--- src/hdl/nntc_pkg.sv ---
// shared constants and types for the nearest-neighbour tour cost unit
package nntc_pkg;

	localparam int MAX_CITIES = 1024;
	localparam int COORD_BITS = 20;
	localparam int IDX_BITS   = $clog2(MAX_CITIES);
	localparam int CNT_BITS   = IDX_BITS + 1;
	localparam int D_BITS     = 2 * COORD_BITS + 1;
	localparam int ROOT_BITS  = (D_BITS + 1) / 2;
	localparam int PROD_BITS  = 2 * ROOT_BITS;
	localparam int CMP_BITS   = PROD_BITS + 4;
	localparam int BIT_BITS   = $clog2(ROOT_BITS);
	localparam int LEN_BITS   = ROOT_BITS;
	localparam int COST_BITS  = 31;

	typedef logic signed [COORD_BITS-1:0] coord_t;

	// request to the edge length unit
	typedef struct packed {
		logic   start;
		logic   att;
		coord_t ax;
		coord_t ay;
		coord_t bx;
		coord_t by;
	} len_req_t;

	typedef struct packed {
		logic                done;
		logic [LEN_BITS-1:0] len;
	} len_rsp_t;

	typedef enum logic [2:0] {
		L_IDLE,
		L_SQX,
		L_SQY,
		L_SUM,
		L_MUL,
		L_CMP,
		L_FIN
	} len_state_t;

	typedef enum logic [3:0] {
		ST_LOAD,
		ST_CLEAR,
		ST_MARK0,
		ST_CUR,
		ST_RD,
		ST_CHK,
		ST_LEN,
		ST_STEP,
		ST_CLOSE,
		ST_CLOSEW,
		ST_PUB
	} state_t;

endpackage

--- src/hdl/nntc_len.sv ---
// edge length unit: squares on one shared multiplier, then a bitwise root search
module nntc_len (
	input  logic             clk,
	input  logic             arst_n,
	input  nntc_pkg::len_req_t req,
	output nntc_pkg::len_rsp_t rsp
);
	import nntc_pkg::*;

	len_state_t st_q, st_d;

	logic [ROOT_BITS-1:0] dx_q, dy_q;
	logic                 att_q;
	logic [PROD_BITS-1:0] prod_q;
	logic [PROD_BITS-1:0] dsq_q;
	logic [D_BITS-1:0]    d_q;
	logic [ROOT_BITS-1:0] root_q;
	logic [PROD_BITS-1:0] rsq_q;
	logic [BIT_BITS-1:0]  bit_q;
	logic [LEN_BITS-1:0]  len_q;
	logic                 done_q;

	logic [ROOT_BITS-1:0] mul_a;
	logic [ROOT_BITS-1:0] cand;
	logic [CMP_BITS-1:0]  prod_ext;
	logic [CMP_BITS-1:0]  scaled;
	logic                 take;
	logic                 round_up;
	logic signed [COORD_BITS:0] ddx, ddy;
	logic [COORD_BITS:0]  mx, my;

	assign ddx = {req.ax[COORD_BITS-1], req.ax} - {req.bx[COORD_BITS-1], req.bx};
	assign ddy = {req.ay[COORD_BITS-1], req.ay} - {req.by[COORD_BITS-1], req.by};
	assign mx  = ddx[COORD_BITS] ? (COORD_BITS+1)'(-ddx) : ddx;
	assign my  = ddy[COORD_BITS] ? (COORD_BITS+1)'(-ddy) : ddy;

	assign cand     = root_q | (ROOT_BITS'(1) << bit_q);
	assign prod_ext = CMP_BITS'(prod_q);
	assign scaled   = att_q ? ((prod_ext << 3) + (prod_ext << 1)) : prod_ext;
	// euclid keeps r*r <= d, att keeps 10*t*t < d
	assign take     = att_q ? (scaled < CMP_BITS'(d_q)) : (scaled <= CMP_BITS'(d_q));
	assign round_up = (PROD_BITS+1)'(d_q) > ((PROD_BITS+1)'(rsq_q) + (PROD_BITS+1)'(root_q));

	always_comb begin
		unique case (st_q)
			L_SQX:   mul_a = dx_q;
			L_SQY:   mul_a = dy_q;
			default: mul_a = cand;
		endcase
	end

	always_comb begin
		st_d = st_q;
		unique case (st_q)
			L_IDLE: if (req.start) st_d = L_SQX;
			L_SQX:  st_d = L_SQY;
			L_SQY:  st_d = L_SUM;
			L_SUM:  st_d = L_MUL;
			L_MUL:  st_d = L_CMP;
			L_CMP:  st_d = (bit_q == '0) ? L_FIN : L_MUL;
			L_FIN:  st_d = L_IDLE;
			default: st_d = L_IDLE;
		endcase
	end

	always_ff @(posedge clk or negedge arst_n) begin
		if (!arst_n) begin
			st_q   <= L_IDLE;
			done_q <= 1'b0;
		end else begin
			st_q   <= st_d;
			done_q <= (st_q == L_FIN);
		end
	end

	always_ff @(posedge clk) begin
		prod_q <= PROD_BITS'(mul_a) * PROD_BITS'(mul_a);
		unique case (st_q)
			L_IDLE: begin
				dx_q  <= ROOT_BITS'(mx);
				dy_q  <= ROOT_BITS'(my);
				att_q <= req.att;
			end
			L_SQY: dsq_q <= prod_q;
			L_SUM: begin
				d_q    <= D_BITS'(dsq_q + prod_q);
				root_q <= '0;
				rsq_q  <= '0;
				bit_q  <= BIT_BITS'(ROOT_BITS - 1);
			end
			L_CMP: begin
				if (take) begin
					root_q <= cand;
					rsq_q  <= prod_q;
				end
				bit_q <= bit_q - 1'b1;
			end
			L_FIN: begin
				if (att_q)
					len_q <= (d_q == '0) ? '0 : root_q + 1'b1;
				else
					len_q <= root_q + LEN_BITS'(round_up);
			end
			default: ;
		endcase
	end

	assign rsp.done = done_q;
	assign rsp.len  = len_q;
endmodule

--- config.mk ---
export PLATFORM = sky130hd
export DESIGN_NAME = nntc_len
export DESIGN_NICKNAME = d
export VERILOG_FILES = /design/src/hdl/nntc_pkg.sv /design/src/hdl/nntc_len.sv
export SDC_FILE = /design/constraint.sdc
export NUM_CORES = 2
export LEC_CHECK = 0
export CAP_MARGIN = 20
export CORE_ASPECT_RATIO = 1.2
export CORE_UTILIZATION = 60
export DETAILED_ROUTE_END_ITERATION = 12
export DONT_BUFFER_PORTS = 1
export GPL_TIMING_DRIVEN = 0
export HOLD_SLACK_MARGIN = 0.05
export PLACE_DENSITY = 0.76
export SYNTH_ARGS = -nofsm -noshare
export SYNTH_HDL_FRONTEND = slang
export SYNTH_SLANG_ARGS = --single-unit
--- constraint.sdc ---
create_clock -name clk -period 11.96 [get_ports clk]
set_input_delay 1.196 -clock clk [delete_from_list [all_inputs] [get_ports clk]]
set_output_delay 1.196 -clock clk [all_outputs]
set_load 0.05 [all_outputs]
==> impl_metrics.csv <==
group,metric,value,unit
clock_tree,path_clk_slew,0.06,ns
floorplan,fp.dieArea,0.0537,mm²
setup_path,critPathSlowestCell,"sky130_fd_sc_hd__nor3b_1",
placement,detailed_place_hpwl,71000,µm
finish,antenna-diode-count,0,
sta,final_min_period_over_clock_period,90.8,%
routing,drt-initial-drc-count,1807,
grt,grt_start_max_net_pins,42,
grt,first_global_vias,26300,
floorplan,floorplan_core_area,0.0518,mm²
placement,routabilityCongestion,0.987,
routing,vias_per_cell,6.10,
sta,skew,0.0221,ns
clock_tree,num_clock_sinks,257,
logic_synthesis,number_of_instances_in_the_synthesized_netlist,3394,
setup_path,r2r_slack,1.10,ns
placement,placement.io_buffers,0,
sta,setup-violations-final,0,
floorplan,fp.dieW,212,µm
setup_path,cp_common_cell,"sky130_fd_sc_hd__fa_1",
logic_synthesis,postSynthNetCount,4177,
floorplan,die_y,254,µm
finish,area_growth_syn_to_layout,6.20,%
clock_tree,cts.path.max_buffers,3,
routing,drcViolationCount,0,
routing,routed-via-count,25300,
placement,place_worst_setup_slack,1.25,ns
floorplan,initial_utilization,61.1,%
sta,report.final.slew_viol_count,0,
clock_tree,cts-htree-levels,1,
finish,fillerInstances,4250,
sta,worst_slew_pin_slew,1.22,ns
sta,period_minus_slack,10.86,ns
routing,drtPass1Iterations,8,
routing,detail_route.wl_per_cell,20.9,µm
clock_tree,cts.hold.buffers_added,0,
setup_path,arrival,11.29,ns
finish,fin_nets,4218,
logic_synthesis,synth.yosys.seq_area_share,23.0,%
grt,grt_remaining_overflow,0,
setup_path,worst_r2r_start,"st_q[2]",
sta,max-slew-margin-rel,17.9,%
sta,postLayoutSetupSlackWorst,1.10,ns
floorplan,top_level_ports,106,
logic_synthesis,ys_ff_latch,257,
grt,grt_pass1_wl,137000,µm
setup_path,timing.setup.critical_path_class,"reg2reg",
finish,utilization_after_layout,64.9,%
placement,placed_cells_incl_taps,4103,
setup_path,cp_slowest_stage_delay,0.82,ns
sta,fmaxAchievable,92.1,MHz
grt,grt_util_all_layers,33.1,%
clock_tree,clock_tree.root_cell,"sky130_fd_sc_hd__clkbuf_16",
finish,layout.cells.non_filler,4153,
setup_path,cp-startpoint,"st_q[2]",
logic_synthesis,yosys.cell_types.count,92,
sta,timing.final.hold_violations,0,
sta,grt_setup_unrepaired,"no",
logic_synthesis,synth_ff_type,"sky130_fd_sc_hd__edfxtp_1",
routing,routed_wl,86800,µm
clock_tree,post_cts_resized,0,
setup_path,timing.rr.end,"prod_q[41]",
min_path,path_type_of_the_worst_min_delay_path,"in2async",
run,max_cap_violations,0,
logic_synthesis,cell_taking_the_most_area_after_synthesis,"sky130_fd_sc_hd__edfxtp_1",
setup_path,worst_ep_required_time,12.39,ns
finish,final_layout_size_suffix_gt1_share,4.14,%
logic_synthesis,top_cells_by_area_in_the_synthesized_netlist,"sky130_fd_sc_hd__edfxtp_1, sky130_fd_sc_hd__fa_1, sky130_fd_sc_hd__ha_1",
logic_synthesis,synthesis.yosys.warnings,0,
clock_tree,insertion_delay,0.57,ns
setup_path,critical_path.endpoint_type,"flop",
logic_synthesis,number_of_flops_mapped_to_enable_cells_by_yosys,212,
logic_synthesis,synthDominantCellAreaShare,20.1,%
clock_tree,cts_tree,"built",
clock_tree,cts_made_buffers,27,
logic_synthesis,syn-mean-instance-area,9.33,µm²
logic_synthesis,postSynth.asyncResetShare,1.56,%
status,status,"completed",
setup_path,worst_path_max_fanout,28,
setup_path,critPathCapture,"prod_q[41]",
routing,drtAntennaViolNets,0,
logic_synthesis,syn-cell-area,0.0317,mm²
setup_path,reg2regPathDepth,31,
setup_path,critPathLaunchType,"flop",
clock_tree,cts_post_setup_buffers_inserted,0,
floorplan,placementRows,91,
grt,antenna_found_initial,1,
[cells by family (layout without fill, tap and decap cells)]
| family | after synthesis | count (layout) | synth area share (%) |
|---|---|---|---|
| and+or+nand+nor | 876 | 876 | 13.1 |
| adders and majority gates | 699 | 699 | 35.1 |
| AOI/OAI and AO/OA | 680 | 680 | 14.1 |
| buffers and inverters | 634 | 696 | 7.58 |
| DFF | 257 | 257 | 23.0 |
| xor gates and xnor gates | 211 | 211 | 5.84 |
| muxes | 37 | 37 | 1.31 |
[cells in the final DEF (no fill, tap or decap), types with 41 or more instances in the layout]
cell type,n
sky130_fd_sc_hd__inv_1,544
sky130_fd_sc_hd__ha_1,384
sky130_fd_sc_hd__nor2_1,318
sky130_fd_sc_hd__fa_1,315
sky130_fd_sc_hd__a21oi_1,216
sky130_fd_sc_hd__edfxtp_1,212
sky130_fd_sc_hd__nand2_1,209
sky130_fd_sc_hd__xnor2_1,153
sky130_fd_sc_hd__o21ai_0,112
sky130_fd_sc_hd__clkbuf_1,75
sky130_fd_sc_hd__a21o_1,73
sky130_fd_sc_hd__and2_1,59
sky130_fd_sc_hd__xor2_1,58
sky130_fd_sc_hd__nor3_1,50
sky130_fd_sc_hd__nand3_1,47
sky130_fd_sc_hd__o21a_1,42
sky130_fd_sc_hd__dfxtp_1,41
[metal layers]
metal	wire [µm]	global-route usage (%)	part of all wire, %	up-vias
li1	-	-	-	11600
met1	32300	38.6	37	12300
met2	42100	57.6	49	1121
met3	6420	4.40	7.4	326
met4	5950	20.6	6.9	0
met5	0	0	0	-
[area by class of cell]
| type | count | area (µm²) | area share, % |
|---|---|---|---|
| Tap cell | 697 | 872 | 2.59 |
| Clock buffer | 35 | 746 | 2.22 |
| Inverter | 549 | 2060 | 6.13 |
| Buffer | 85 | 342 | 1.02 |
| Multi-Input combinational cell | 2503 | 22000 | 65.4 |
| Clock inverter | 15 | 143 | 0.424 |
| Sequential cell | 257 | 7290 | 21.7 |
| Timing Repair Buffer | 12 | 170 | 0.506 |
[sequential cells by signal, summed over array words and instances, names as in the netlist, 3 cells and up]
register  count
len_q        21
dx_q         21
root_q       21
d_q          41
st_q          3
dy_q         21
bit_q         5
rsq_q        41
dsq_q        40
prod_q       41
[worst min-delay path by stage]
stage                           to  slack, ns
after global placement      d_q[0]       0.52
after detailed placement    d_q[0]       0.55
after floorplan           dsq_q[0]       0.49
final                       done_q       0.32
after CTS                   done_q       0.30
after global routing        done_q       0.30
[worst max-delay path: cells and delay by family, from the launching register on]
family	cells	cell delay (ns)
buf+inv	9	2.06
flops	1	0.36
fa+ha+maj	8	3.91
xor+xnor	1	0.22
compound gates	10	2.74
simple gates	3	1.41
[metrics by stage]
stage	cell area, µm²	TNS [ns]	hold slack [ns]
final	33600	0	0.322
after CTS	33600	0	0.303
after floorplan	31700	0	0.493
after global routing	33600	0	0.302
after detailed placement	32700	0	0.547
after global placement	32500	-1.36	0.518
[synthesized netlist by cell type, types with 47 or more instances]
library cell / n
sky130_fd_sc_hd__inv_1: 545
sky130_fd_sc_hd__ha_1: 384
sky130_fd_sc_hd__nor2_1: 319
sky130_fd_sc_hd__fa_1: 315
sky130_fd_sc_hd__a21oi_1: 216
sky130_fd_sc_hd__edfxtp_1: 212
sky130_fd_sc_hd__nand2_1: 209
sky130_fd_sc_hd__xnor2_1: 153
sky130_fd_sc_hd__o21ai_0: 113
sky130_fd_sc_hd__a21o_1: 73
sky130_fd_sc_hd__clkbuf_1: 72
sky130_fd_sc_hd__and2_1: 59
sky130_fd_sc_hd__xor2_1: 58
sky130_fd_sc_hd__nor3_1: 51
sky130_fd_sc_hd__nand3_1: 47
Power is left out: the tool's default activity adds up to more than one toggle a clock period on the data nets, which glitch-free logic cannot reach.
